==> src/rtl/core/music_text_preprocessor_macros.svh <==
// -----------------------------------------------------------------------------
// Music text preprocessor assertion macros
// Shared concurrent assertion forms, clocked on i_clk, disabled in reset.
// -----------------------------------------------------------------------------
`ifndef MUSIC_TEXT_PREPROCESSOR_MACROS_SVH
`define MUSIC_TEXT_PREPROCESSOR_MACROS_SVH

// same-cycle implication
`define MTP_ASSERT_NOW(lbl, ant, cons, msg) \
    lbl: assert property (@(posedge i_clk) disable iff (!i_rst_n) (ant) |-> (cons)) \
        else $error(msg);

// next-cycle implication
`define MTP_ASSERT_NEXT(lbl, ant, cons, msg) \
    lbl: assert property (@(posedge i_clk) disable iff (!i_rst_n) (ant) |=> (cons)) \
        else $error(msg);

`endif

==> src/rtl/core/mtp_pkg.sv <==
// -----------------------------------------------------------------------------
// Music text preprocessor package
// Result word types, codes, character constants and queue sizing.
// -----------------------------------------------------------------------------
package mtp_pkg;

    localparam int unsigned     MTP_NEST_MAX = 255;
    localparam longint unsigned MTP_LINE_MAX = 64'd16777215;

    localparam int MTP_CHAR_W = 16;
    localparam int MTP_LINE_W = 24;

    // result queue: an input word may push two results
    localparam int MTP_FIFO_DEPTH   = 3;
    localparam int MTP_PTR_W        = $clog2(MTP_FIFO_DEPTH);
    localparam int MTP_LVL_W        = $clog2(MTP_FIFO_DEPTH + 1);
    localparam int MTP_ACCEPT_LEVEL = MTP_FIFO_DEPTH - 2;

    localparam logic [MTP_CHAR_W-1:0] CH_TAB   = 16'd9;
    localparam logic [MTP_CHAR_W-1:0] CH_NL    = 16'd10;
    localparam logic [MTP_CHAR_W-1:0] CH_CR    = 16'd13;
    localparam logic [MTP_CHAR_W-1:0] CH_SPACE = 16'h0020;
    localparam logic [MTP_CHAR_W-1:0] CH_LPAR  = 16'd40;
    localparam logic [MTP_CHAR_W-1:0] CH_RPAR  = 16'd41;
    localparam logic [MTP_CHAR_W-1:0] CH_STAR  = 16'd42;
    localparam logic [MTP_CHAR_W-1:0] CH_SLASH = 16'd47;
    localparam logic [MTP_CHAR_W-1:0] CH_UPR_A = 16'd65;
    localparam logic [MTP_CHAR_W-1:0] CH_UPR_Z = 16'd90;
    localparam logic [MTP_CHAR_W-1:0] CH_LBRK  = 16'd91;
    localparam logic [MTP_CHAR_W-1:0] CH_RBRK  = 16'd93;
    localparam logic [MTP_CHAR_W-1:0] CH_EM_HI = 16'd129;
    localparam logic [MTP_CHAR_W-1:0] CH_EM_LO = 16'd64;

    typedef enum logic [1:0] {
        KIND_CHAR = 2'd0,
        KIND_END  = 2'd1,
        KIND_ERR  = 2'd2
    } t_kind;

    typedef enum logic [2:0] {
        ERR_NONE         = 3'd0,
        ERR_STRAY_CMT    = 3'd1,
        ERR_STRAY_BRK    = 3'd2,
        ERR_STRAY_PAR    = 3'd3,
        ERR_OPEN_BRK     = 3'd4,
        ERR_OPEN_PAR     = 3'd5
    } t_err;

    typedef struct packed {
        t_kind                 kind;
        logic [MTP_CHAR_W-1:0] out_char;
        logic [MTP_LINE_W-1:0] line_number;
        t_err                  error_code;
        logic                  last;
    } t_result;

    // results produced by one accepted input word
    typedef struct packed {
        logic [1:0] n;
        t_result    r0;
        t_result    r1;
    } t_push;

endpackage

==> src/rtl/core/mtp_ifs.sv <==
// -----------------------------------------------------------------------------
// Music text preprocessor stream interfaces
// Valid/ready channels for source characters and result words.
// -----------------------------------------------------------------------------
interface mtp_in_if;
    logic        valid;
    logic        ready;
    logic [15:0] char_code;
    logic        is_end;

    modport source (output valid, output char_code, output is_end, input ready);
    modport sink   (input valid, input char_code, input is_end, output ready);
endinterface

interface mtp_out_if;
    logic        valid;
    logic        ready;
    logic [1:0]  kind;
    logic [15:0] out_char;
    logic [23:0] line_number;
    logic [2:0]  error_code;
    logic        last;

    modport source (output valid, output kind, output out_char, output line_number,
                    output error_code, output last, input ready);
    modport sink   (input valid, input kind, input out_char, input line_number,
                    input error_code, input last, output ready);
endinterface

==> src/rtl/core/mtp_core.sv <==
// -----------------------------------------------------------------------------
// Music text preprocessor core
// Per-word newline folding, comment stripping, nesting count and error logic.
// -----------------------------------------------------------------------------
module mtp_core #(
    parameter int unsigned     NEST_MAX = 255,
    parameter longint unsigned LINE_MAX = 64'd16777215
) (
    input  logic                     i_clk,
    input  logic                     i_rst_n,
    input  logic                     i_accept,
    input  logic [15:0]              i_char_code,
    input  logic                     i_is_end,
    output mtp_pkg::t_push           o_push
);
    import mtp_pkg::*;

    localparam int NEST_W = $clog2(NEST_MAX + 1);
    localparam int LINE_W = $clog2(LINE_MAX + 1);
    localparam logic [NEST_W-1:0] NEST_TOP = NEST_W'(NEST_MAX);
    localparam logic [LINE_W-1:0] LINE_TOP = LINE_W'(LINE_MAX);

    typedef struct packed {
        logic [MTP_CHAR_W-1:0] held_char;
        logic                  held_valid;
        logic                  in_line;
        logic                  in_block;
        logic                  swallow_lf;
        logic                  swallow_cr;
        logic [NEST_W-1:0]     bracket;
        logic [NEST_W-1:0]     paren;
        logic [LINE_W-1:0]     line;
        logic                  halted;
    } t_st;

    typedef struct packed {
        t_st     st;
        t_result res;
        logic    made;
    } t_hres;

    function automatic t_st st_reset();
        t_st s;
        s      = '0;
        s.line = LINE_W'(1);
        return s;
    endfunction

    function automatic logic [MTP_LINE_W-1:0] line24(logic [LINE_W-1:0] v);
        logic [63:0] t;
        t = 64'(v);
        return t[MTP_LINE_W-1:0];
    endfunction

    function automatic t_hres fail(t_hres o, t_err code);
        t_hres r;
        r                  = o;
        r.st.halted        = 1'b1;
        r.st.held_valid    = 1'b0;
        r.res              = '0;
        r.res.kind         = KIND_ERR;
        r.res.line_number  = line24(o.st.line);
        r.res.error_code   = code;
        r.res.last         = 1'b1;
        r.made             = 1'b1;
        return r;
    endfunction

    // decide the held character, c is lookahead when nv
    function automatic t_hres handle(t_st s, logic nv, logic [MTP_CHAR_W-1:0] c);
        t_hres                 o;
        logic [MTP_CHAR_W-1:0] h;
        logic                  pair_used;
        logic                  done;
        o         = '0;
        o.st      = s;
        h         = s.held_char;
        pair_used = 1'b0;
        done      = 1'b0;
        priority if (h == CH_NL) begin
            o.st.in_line = 1'b0;
            if (s.line != LINE_TOP) begin
                o.st.line = s.line + LINE_W'(1);
            end
            o.res.kind        = KIND_CHAR;
            o.res.out_char    = CH_NL;
            o.res.line_number = line24(o.st.line);
            o.made            = 1'b1;
        end else if (nv && h == CH_SLASH && c == CH_SLASH) begin
            o.st.in_line = 1'b1;
            pair_used    = 1'b1;
        end else if (!s.in_line && nv && h == CH_STAR && c == CH_SLASH) begin
            pair_used = 1'b1;
            if (!s.in_block) begin
                o    = fail(o, ERR_STRAY_CMT);
                done = 1'b1;
            end else begin
                o.st.in_block = 1'b0;
            end
        end else if (!s.in_line && nv && h == CH_SLASH && c == CH_STAR) begin
            pair_used     = 1'b1;
            o.st.in_block = 1'b1;
        end else if (s.in_block || s.in_line) begin
            // inside a comment: dropped
        end else if (h == CH_SPACE || h == CH_TAB) begin
            // blank: dropped
        end else if (nv && h == CH_EM_HI && c == CH_EM_LO) begin
            pair_used = 1'b1;
        end else begin
            if (h == CH_LBRK && s.bracket != NEST_TOP) begin
                o.st.bracket = s.bracket + NEST_W'(1);
            end
            if (h == CH_RBRK) begin
                if (s.bracket == '0) begin
                    o    = fail(o, ERR_STRAY_BRK);
                    done = 1'b1;
                end else begin
                    o.st.bracket = s.bracket - NEST_W'(1);
                end
            end
            if (h == CH_LPAR && s.paren != NEST_TOP) begin
                o.st.paren = s.paren + NEST_W'(1);
            end
            if (h == CH_RPAR) begin
                if (s.paren == '0) begin
                    o    = fail(o, ERR_STRAY_PAR);
                    done = 1'b1;
                end else begin
                    o.st.paren = s.paren - NEST_W'(1);
                end
            end
            if (!done) begin
                if (h >= CH_UPR_A && h <= CH_UPR_Z) begin
                    h = h | CH_SPACE;
                end
                o.res.kind     = KIND_CHAR;
                o.res.out_char = h;
                o.made         = 1'b1;
            end
        end
        if (!done) begin
            if (nv && !pair_used) begin
                o.st.held_char  = c;
                o.st.held_valid = 1'b1;
            end else begin
                o.st.held_valid = 1'b0;
            end
        end
        return o;
    endfunction

    t_st                   r_st;
    t_st                   n_st;
    t_st                   w_st2;
    t_hres                 w_hr;
    t_result               w_fin;
    logic [MTP_CHAR_W-1:0] w_c;
    t_push                 w_push;

    always_comb begin
        n_st   = r_st;
        w_push = '0;
        w_st2  = r_st;
        w_hr   = '0;
        w_fin  = '0;
        w_c    = i_char_code;
        if (i_accept) begin
            if (i_is_end) begin
                n_st = st_reset();
                if (!r_st.halted) begin
                    if (r_st.held_valid) begin
                        w_hr  = handle(r_st, 1'b0, '0);
                        w_st2 = w_hr.st;
                        if (w_hr.made) begin
                            w_push.r0 = w_hr.res;
                            w_push.n  = 2'd1;
                        end
                    end
                    if (!w_st2.halted) begin
                        w_fin.last = 1'b1;
                        if (w_st2.bracket != '0) begin
                            w_fin.kind        = KIND_ERR;
                            w_fin.error_code  = ERR_OPEN_BRK;
                            w_fin.line_number = line24(w_st2.line);
                        end else if (w_st2.paren != '0) begin
                            w_fin.kind        = KIND_ERR;
                            w_fin.error_code  = ERR_OPEN_PAR;
                            w_fin.line_number = line24(w_st2.line);
                        end else begin
                            w_fin.kind = KIND_END;
                        end
                        if (w_push.n == 2'd0) begin
                            w_push.r0 = w_fin;
                        end else begin
                            w_push.r1 = w_fin;
                        end
                        w_push.n = w_push.n + 2'd1;
                    end
                end
            end else if (!r_st.halted) begin
                if ((r_st.swallow_lf && i_char_code == CH_NL) ||
                    (r_st.swallow_cr && i_char_code == CH_CR)) begin
                    // second half of CRLF / LFCR
                    n_st.swallow_lf = 1'b0;
                    n_st.swallow_cr = 1'b0;
                end else begin
                    w_st2.swallow_lf = (i_char_code == CH_CR);
                    w_st2.swallow_cr = (i_char_code == CH_NL);
                    if (i_char_code == CH_CR) begin
                        w_c = CH_NL;
                    end
                    if (!w_st2.held_valid) begin
                        w_st2.held_char  = w_c;
                        w_st2.held_valid = 1'b1;
                        n_st             = w_st2;
                    end else begin
                        w_hr = handle(w_st2, 1'b1, w_c);
                        n_st = w_hr.st;
                        if (w_hr.made) begin
                            w_push.r0 = w_hr.res;
                            w_push.n  = 2'd1;
                        end
                    end
                end
            end
        end
    end

    always_ff @(posedge i_clk) begin
        if (!i_rst_n) begin
            r_st <= st_reset();
        end else begin
            r_st <= n_st;
        end
    end

    assign o_push = w_push;

endmodule

==> src/rtl/core/mtp_out_fifo.sv <==
// -----------------------------------------------------------------------------
// Music text preprocessor result queue
// Three-word register queue taking up to two results per cycle, one out.
// -----------------------------------------------------------------------------
module mtp_out_fifo (
    input  logic                          i_clk,
    input  logic                          i_rst_n,
    input  mtp_pkg::t_push                i_push,
    input  logic                          i_ready,
    output logic                          o_valid,
    output mtp_pkg::t_result              o_head,
    output logic [mtp_pkg::MTP_LVL_W-1:0] o_level
);
    import mtp_pkg::*;

    function automatic logic [MTP_PTR_W-1:0] inc(logic [MTP_PTR_W-1:0] p);
        return (p == MTP_PTR_W'(MTP_FIFO_DEPTH - 1)) ? '0 : p + MTP_PTR_W'(1);
    endfunction

    t_result              r_mem [MTP_FIFO_DEPTH];
    logic [MTP_PTR_W-1:0] r_wr;
    logic [MTP_PTR_W-1:0] r_rd;
    logic [MTP_LVL_W-1:0] r_level;
    logic [MTP_PTR_W-1:0] n_wr;
    logic [MTP_PTR_W-1:0] n_rd;
    logic [MTP_LVL_W-1:0] n_level;
    logic                 w_pop;

    assign w_pop = (r_level != '0) && i_ready;

    always_comb begin
        n_rd    = w_pop ? inc(r_rd) : r_rd;
        n_wr    = r_wr;
        n_level = r_level + MTP_LVL_W'(i_push.n) - MTP_LVL_W'(w_pop);
        unique case (i_push.n)
            2'd0: n_wr = r_wr;
            2'd1: n_wr = inc(r_wr);
            2'd2: n_wr = inc(inc(r_wr));
            default: n_wr = r_wr;
        endcase
    end

    always_ff @(posedge i_clk) begin
        if (i_push.n != 2'd0) begin
            r_mem[r_wr] <= i_push.r0;
        end
        if (i_push.n == 2'd2) begin
            r_mem[inc(r_wr)] <= i_push.r1;
        end
    end

    always_ff @(posedge i_clk) begin
        if (!i_rst_n) begin
            r_wr    <= '0;
            r_rd    <= '0;
            r_level <= '0;
        end else begin
            r_wr    <= n_wr;
            r_rd    <= n_rd;
            r_level <= n_level;
        end
    end

    assign o_valid = (r_level != '0);
    assign o_head  = r_mem[r_rd];
    assign o_level = r_level;

endmodule

==> src/rtl/core/music_text_preprocessor.sv <==
// -----------------------------------------------------------------------------
// Music text preprocessor
// Cleans a music-macro character stream into characters, newlines and errors.
// -----------------------------------------------------------------------------
// One source character is taken per clock. Its results are computed in the
// same cycle from the held lookahead character and the comment, newline and
// nesting state, and are registered into a three-word result queue whose
// head drives the output channel. Input is taken whenever the queue holds at
// most one word, so with a steady sink the rate is one character per cycle.
// An end-of-text word can yield two results (flushed character plus end or
// error), which is what the queue depth covers.
`include "music_text_preprocessor_macros.svh"

module music_text_preprocessor #(
    parameter int unsigned     NEST_MAX = mtp_pkg::MTP_NEST_MAX,
    parameter longint unsigned LINE_MAX = mtp_pkg::MTP_LINE_MAX
) (
    input  logic      i_clk,
    input  logic      i_rst_n,
    mtp_in_if.sink    i_in,
    mtp_out_if.source o_out
);
    import mtp_pkg::*;

    logic                 w_accept;
    t_push                w_push;
    t_result              w_head;
    logic                 w_valid;
    logic [MTP_LVL_W-1:0] w_level;

    assign i_in.ready = (w_level <= MTP_LVL_W'(MTP_ACCEPT_LEVEL));
    assign w_accept   = i_in.valid && i_in.ready;

    mtp_core #(
        .NEST_MAX (NEST_MAX),
        .LINE_MAX (LINE_MAX)
    ) u_core (
        .i_clk       (i_clk),
        .i_rst_n     (i_rst_n),
        .i_accept    (w_accept),
        .i_char_code (i_in.char_code),
        .i_is_end    (i_in.is_end),
        .o_push      (w_push)
    );

    mtp_out_fifo u_fifo (
        .i_clk   (i_clk),
        .i_rst_n (i_rst_n),
        .i_push  (w_push),
        .i_ready (o_out.ready),
        .o_valid (w_valid),
        .o_head  (w_head),
        .o_level (w_level)
    );

    assign o_out.valid       = w_valid;
    assign o_out.kind        = w_head.kind;
    assign o_out.out_char    = w_head.out_char;
    assign o_out.line_number = w_head.line_number;
    assign o_out.error_code  = w_head.error_code;
    assign o_out.last        = w_head.last;

    // a double push only ever lands in a queue with two free words
    `MTP_ASSERT_NOW(a_push_room, w_push.n == 2'd2,
        w_level <= MTP_LVL_W'(MTP_ACCEPT_LEVEL), "result queue overflow")
    // errors always close the text, characters never do
    `MTP_ASSERT_NOW(a_err_last, w_valid && w_head.kind == KIND_ERR,
        w_head.last && w_head.error_code != ERR_NONE, "error word not final")
    `MTP_ASSERT_NOW(a_char_not_last, w_valid && w_head.kind == KIND_CHAR,
        !w_head.last && w_head.error_code == ERR_NONE, "char word marked final")
    // nothing is pushed without an accepted input word
    `MTP_ASSERT_NEXT(a_push_needs_accept, !w_accept && w_valid && !o_out.ready,
        $stable(w_level), "queue level moved without traffic")

endmodule

==> src/flat_wrapper.sv <==
// flat-port wrapper written by rule: the top's interface ports become plain ports
module music_text_preprocessor_flat import mtp_pkg::*;
#(
    parameter int unsigned     NEST_MAX = mtp_pkg::MTP_NEST_MAX,
    parameter longint unsigned LINE_MAX = mtp_pkg::MTP_LINE_MAX
)
  (i_clk, i_rst_n, i_in_valid, i_in_char_code, i_in_is_end, i_in_ready, o_out_valid, o_out_kind, o_out_out_char, o_out_line_number, o_out_error_code, o_out_last, o_out_ready);
  mtp_in_if i_in_i ();
  mtp_out_if o_out_i ();
  input  logic i_clk;
  input  logic i_rst_n;
  input wire logic [$bits(i_in_i.valid)-1:0] i_in_valid;
  input wire logic [$bits(i_in_i.char_code)-1:0] i_in_char_code;
  input wire logic [$bits(i_in_i.is_end)-1:0] i_in_is_end;
  output wire logic [$bits(i_in_i.ready)-1:0] i_in_ready;
  output wire logic [$bits(o_out_i.valid)-1:0] o_out_valid;
  output wire logic [$bits(o_out_i.kind)-1:0] o_out_kind;
  output wire logic [$bits(o_out_i.out_char)-1:0] o_out_out_char;
  output wire logic [$bits(o_out_i.line_number)-1:0] o_out_line_number;
  output wire logic [$bits(o_out_i.error_code)-1:0] o_out_error_code;
  output wire logic [$bits(o_out_i.last)-1:0] o_out_last;
  input wire logic [$bits(o_out_i.ready)-1:0] o_out_ready;
  assign i_in_i.valid = i_in_valid;
  assign i_in_i.char_code = i_in_char_code;
  assign i_in_i.is_end = i_in_is_end;
  assign i_in_ready = i_in_i.ready;
  assign o_out_valid = o_out_i.valid;
  assign o_out_kind = o_out_i.kind;
  assign o_out_out_char = o_out_i.out_char;
  assign o_out_line_number = o_out_i.line_number;
  assign o_out_error_code = o_out_i.error_code;
  assign o_out_last = o_out_i.last;
  assign o_out_i.ready = o_out_ready;
  music_text_preprocessor #(.NEST_MAX(NEST_MAX), .LINE_MAX(LINE_MAX)) u_core (.i_clk(i_clk), .i_rst_n(i_rst_n), .i_in(i_in_i), .o_out(o_out_i));
endmodule
==> config.mk <==
export PLATFORM = sky130hd
export DESIGN_NAME = music_text_preprocessor_flat
export DESIGN_NICKNAME = d
export VERILOG_FILES = /design/src/rtl/core/mtp_pkg.sv /design/src/rtl/core/mtp_ifs.sv /design/src/rtl/core/mtp_core.sv /design/src/rtl/core/mtp_out_fifo.sv /design/src/rtl/core/music_text_preprocessor.sv /design/src/flat_wrapper.sv
export VERILOG_INCLUDE_DIRS = /design/src /design/src/rtl/core
export SDC_FILE = /design/constraint.sdc
export NUM_CORES = 1
export LEC_CHECK = 0
export BUFFER_PORTS_ARGS = -buffer_cell sky130_fd_sc_hd__buf_2
export CORE_MARGIN = 5
export CORE_UTILIZATION = 56
export CTS_CLUSTER_SIZE = 20
export DETAILED_ROUTE_END_ITERATION = 8
export PLACE_DENSITY = 0.77
export SYNTH_ARGS = -nofsm -noshare
export SYNTH_HDL_FRONTEND = slang
export SYNTH_SLANG_ARGS = --single-unit
==> constraint.sdc <==
create_clock -name i_clk -period 4.6 [get_ports i_clk]
set_input_delay 0.69 -clock i_clk [delete_from_list [all_inputs] [get_ports i_clk]]
set_output_delay 0.69 -clock i_clk [all_outputs]
set_load 0.05 [all_outputs]
== Word-level counts from Yosys, hierarchy flattened ==
Memory sizes are Yosys's and may differ from the RTL's. A register that Yosys moved wholly into a read port is not among the register bits.
Index checks and enable logic that the tools add are counted.

* Output and inout bits: 48
* Word-level logic and storage cells: 303
* Memories kept: 1
* Bits in writable memories: 138
* Register bits: 68
* Input bits: 21

* Reduce and logical (&&, ||, !) cells: 32
* $add $sub $neg: 11
* Muxes and demuxes: 197
* Equality and inequality tests: 46
* Magnitude comparators: 3

{| class="wikitable"
|+ Memory list
! name !! depth !! bits a word !! read ports !! clocked after Yosys merged registers in !! write ports !! line !! RTL
|-
| u_core.u_fifo.r_mem || 3 || 46 || 1 || 1 || 2 || mtp_out_fifo.sv:20 || <nowiki>t_result r_mem [MTP_FIFO_DEPTH];</nowiki>
|}

{| class="wikitable"
|+ Operators by type and width
! kind !! count
|-
| 109-bit 2-to-1 mux || 10
|-
| 88-bit 2-to-1 mux || 10
|-
| 48-bit 2-to-1 mux || 11
|-
| 93-bit 2-to-1 mux || 5
|-
| 94-bit 2-to-1 mux || 3
|-
| 8-bit 2-to-1 mux || 33
|-
| 41-bit 2-to-1 mux || 5
|-
| 62-bit 2-to-1 mux || 3
|-
| 47-bit 2-to-1 mux || 3
|-
| 46-bit 2-to-1 mux || 3
|-
| 16-bit by 6-bit equality test with 1-bit output, second input constant || 7
|-
| 16-bit 2-to-1 mux || 7
|-
| 91-bit 2-to-1 mux || 1
|-
| 90-bit 2-to-1 mux || 1
|-
| 42-bit 2-to-1 mux || 2
|-
| 80-bit 2-to-1 mux || 1
|-
| 24-bit 2-to-1 mux || 3
|-
| 1-bit 2-to-1 mux || 71
|-
| 16-bit by 4-bit equality test with 1-bit output, second input constant || 4
|-
| 18-bit 2-to-1 mux || 3
|-
| 27-bit 2-to-1 mux || 2
|-
| 17-bit 2-to-1 mux || 3
|-
| 16-bit by 7-bit equality test with 1-bit output, second input constant || 3
|-
| 19-bit 2-to-1 mux || 2
|-
| 38 further kinds || 93
|}

== Depth between registers and ports, before layout ==
* Word-level depth: 57
* Mapped depth: 17
* Depth with buffers taken out: 15

== By module ==
A second synthesis with hierarchy kept.

* Cell total of the unflattened synthesis: 1509
* Area total of the unflattened synthesis: 14032.2 um2

{| class="wikitable"
|+ Modules (own cells, without submodules)
! module !! sequential area each (um2) !! cells each !! area each (um2) !! instances
|-
| mtp_out_fifo || 4304.1 || 493 || 7277.0 || 1
|-
| mtp_core || 1241.2 || 1014 || 6745.2 || 1
|-
| music_text_preprocessor || 0.0 || 2 || 10.0 || 1
|}

== Worst setup path before layout ==
No wires, ideal clock.

* Path kind: flip-flop to flip-flop
* Start point: register u_core.u_core.r_st[59] (netlist name)
* End point: memory u_core.u_fifo.r_mem[2][0] (netlist name), enable pin
* Required time: 4216 ps
* Arrival: 4469 ps
* Path slack: -252 ps
* Clock period less this slack: 4852 ps
* Path buffers: 2
* Setup time: 384 ps
* Stages on the path, launching flop included: 14
* Cells stage by stage: dfxtp_1 or4_1 buf_4 nor4_4 a32o_1 and3_1 inv_1 ha_1 a21oi_1 ha_1 nor3b_1 nor2_1 clkbuf_1 inv_1

{| class="wikitable"
|+ RTL lines
! item !! line !! RTL
|-
| start, declared || mtp_core.sv:152 || <nowiki>t_st r_st;</nowiki>
|-
| start signal, assigned || mtp_core.sv:231 || <nowiki>r_st <= st_reset();</nowiki>
|-
| start signal, assigned || mtp_core.sv:233 || <nowiki>r_st <= n_st;</nowiki>
|-
| end, declared || mtp_out_fifo.sv:20 ||
|}

==> flow_metrics.tcl <==
set metrics [dict create \
    final_antenna_net_count 0 \
    cts_hold_buffers 0 \
    clock_latency_ns 0.52 \
    ctsLongestPathBuffers 3 \
    cts-htree-levels 1 \
    first_pass_iters 7 \
    cp_max_fo 15 \
    rsz0062_at_grt "false" \
    die_x_um 161 \
    path_cells "or4_1, nor4_4, a32o_1, and3_1, inv_1, ha_1, a21oi_1, ha_1, nor3b_1, nor2_1, clkinvlp_4" \
    yosys-top-cells-count "164 x o21ai_0, 145 x nand2_1, 121 x dfxtp_1, 114 x clkbuf_1, 87 x edfxtp_1" \
    first_iter_violations 1301 \
    grt_pass1_vias 11400 \
    worst_slack_ns 0.209 \
    drive_above_1_share_pct 11.8 \
    dp_cells 1802 \
    drc 0 \
    min_path_type "input pin to flip-flop" \
    hold_viol 0 \
    multi_input_area_um2 7160 \
    cpLargestDelayFamily "simple AND/OR/NAND/NOR gates" \
    drv_cap 0 \
    synth_flop_cell "dfxtp_1" \
    vias 12500 \
    total_power_mw 5.14 \
    synth_enable_flop_cells 87 \
    crit_top_cell "ha_1" \
    path_buf_inv 2 \
    clkTransAtPathRegs_ns 0.07 \
    start_util_pct 56.7 \
    grt.total_usage_pct 29.1 \
    async_flop_share_pct 0 \
    routedWlPerCell_um 21.2 \
    crit_path_end_kind "flip-flop" \
    yosysTopAreaCell "edfxtp_1" \
    syn_area_um2 12800 \
    max_freq_ghz 0.228 \
    peakVddDrop_mv 0.273 \
    drv_slew 0 \
    synth.area.top_cells "edfxtp_1 20%, dfxtp_1 19%, o21ai_0 6.4%" \
    crit_arrival_ns 4.53 \
    finalSetupViolations 0 \
    io_buffers 68 \
    synthAdderAreaFrac_pct 1.17 \
    numCtsBuffers 23 \
    synth-seq-cells 208 \
    place_hpwl_mm 26.5 \
    fin_area_um2 14200 \
    antenna_cells 0 \
    slowest_delay_ns 0.81 \
    n_fill_cell 1903 \
    leakage_nw 4.72 \
    synth_top_family_by_area "compound AO/OA/AOI/OAI gates" \
    worstPathRequired_ns 4.74 \
    final_cells 1847 \
    outcome "finished, final reports clean" \
    setup_tns_ns 0 \
    core_area_um2 22600 \
    cts_tree "yes" \
    syn-num-nets 1560 \
    powerDensity_nw_per_um2 361 \
    regArea_um2 5040 \
    syn_area_per_cell_um2 8.41 \
    layout_min_cycle_time_ns 4.39 \
    gp_congestion 0.989 \
    grt_pass1_wl_mm 62.7 \
    chipHeight_um 161 \
    yosys_warnings 0 \
    maxSlewHeadroom_pct 29.5 \
    grt_max_degree 58 \
    antenna_found_initial 0 \
    final_nets 1579 \
    synth_cell_types 82 \
    synth_top_cell_area_share_pct 20.3 \
    rows 55 \
    worst_pin_slew_ns 1.06 \
    start_kind "flip-flop" \
    hold_slack_ns 0.410 \
    cts.sinks 208 \
    ios 69 \
    synth.most_common_cell "o21ai_0" \
    die_area_um2 26100 \
    synth_compound_area_share_pct 26.3 \
    post-route-util_pct 62.9 \
    crit_slowest_cell "or4_1" \
    synthCells 1527 \
    detail_route.wirelength_mm 39.1 \
    syn_to_final_growth_pct 10.9 \
    root_buffer "clkbuf_16" \
    vias_per_cell 6.75 \
    pre_cts_ws_ns 0.192 \
    post_synth_xor_area_fraction_pct 2.05 \
    period_share_pct 95.5 \
    synth-simple-area-share_pct 22.3 \
    grt_overflow 0 \
    criticalPathCategory "flip-flop to flip-flop" \
    finClkSkew_ns 0.0241 \
    yosys-mux-area-fraction_pct 3.82 \
    seq_area_frac_synth_pct 39.2 \
    placed_cell_area_um2 13400 \
]
-- registers in the layout, summed over array words and instances, names as in the netlist, named ones only --
| signal | flops |
|---|---|
| u_core.u_core.r_st | 62 |
| u_core.u_fifo.r_wr | 2 |
| u_core.u_fifo.r_rd | 2 |
| u_core.u_fifo.o_level | 2 |
| u_core.u_fifo.r_mem | 138 |
-- final timing paths --
check	startpoint	to	slack, ns	depth (start not counted)
min reg2reg	u_core.u_fifo.r_mem[0][33]$_SDFFE_PP0P_	u_core.u_fifo.r_mem[0][33]$_SDFFE_PP0P_	0.46	2
max reg2reg	u_core.u_core.r_st[55]$_SDFFE_PN0P_	u_core.u_fifo.r_mem[2][13]$_DFFE_PP_	0.21	11
max	u_core.u_core.r_st[55]$_SDFFE_PN0P_	u_core.u_fifo.r_mem[2][13]$_DFFE_PP_	0.21	11
min	i_in_char_code[12]	u_core.u_core.r_st[58]$_SDFFE_PN0P_	0.41	2
-- timing repair --
action | CTS | global route
setup buffers | 0 | 2
hold endpoints to repair | 0 | 0
endpoints found under the setup margin | 0 | 65
resized for setup | 0 | 4
-- where the power goes --
group	internal (mW)	switching [mW]	total, mW
registers	2.02	0.0894	2.11
clock network	1.14	0.747	1.89
logic	0.306	0.834	1.14
-- logic make-up after synthesis --
family | Yosys count
muxes | 49
xor gates and xnor gates | 30
and+or+nand+nor | 540
adders and majority gates | 12
buffers and inverters | 166
DFF | 208
AOI/OAI and AO/OA | 522
-- final cells by class --
cell class / instances / area share, %
multi-input combinational: 1153 / 50.3
sequential: 208 / 35.4
timing repair buffer: 124 / 5.43
clock buffer: 28 / 4.17
tap: 285 / 2.50
clock inverter: 13 / 1.20
inverter: 34 / 0.949
timing repair inverter: 2 / 0.105
-- per-layer routing --
layer / global-route usage [%] / share of wire [%]
met3: 5.61 / 12
met4: 8.07 / 2.6
met5: 0 / 0
met2: 44.1 / 44
met1: 42.4 / 42
-- cell usage in the layout, fill, tap and decap left out, drive strengths merged, types with 7 or more instances in the layout --
cell type,count
buf,124
nand2,147
xor2,11
mux2i,49
a22oi,15
and2,36
and3,20
dfxtp,121
xnor2,19
nor2,82
a22o,50
or4,9
and4,14
o211ai,11
a31oi,7
clkinv,7
nand3,57
a32o,13
clkbuf,28
o21a,8
a21oi,74
o31ai,15
a21o,7
nor2b,20
nand4,22
o22ai,78
nor4,24
o2bb2ai,8
a21boi,16
ha,12
or3,16
edfxtp,87
nand2b,11
nor3,46
inv,32
o21ai,172
No activity file was read; power rests on OpenSTA's default activity.
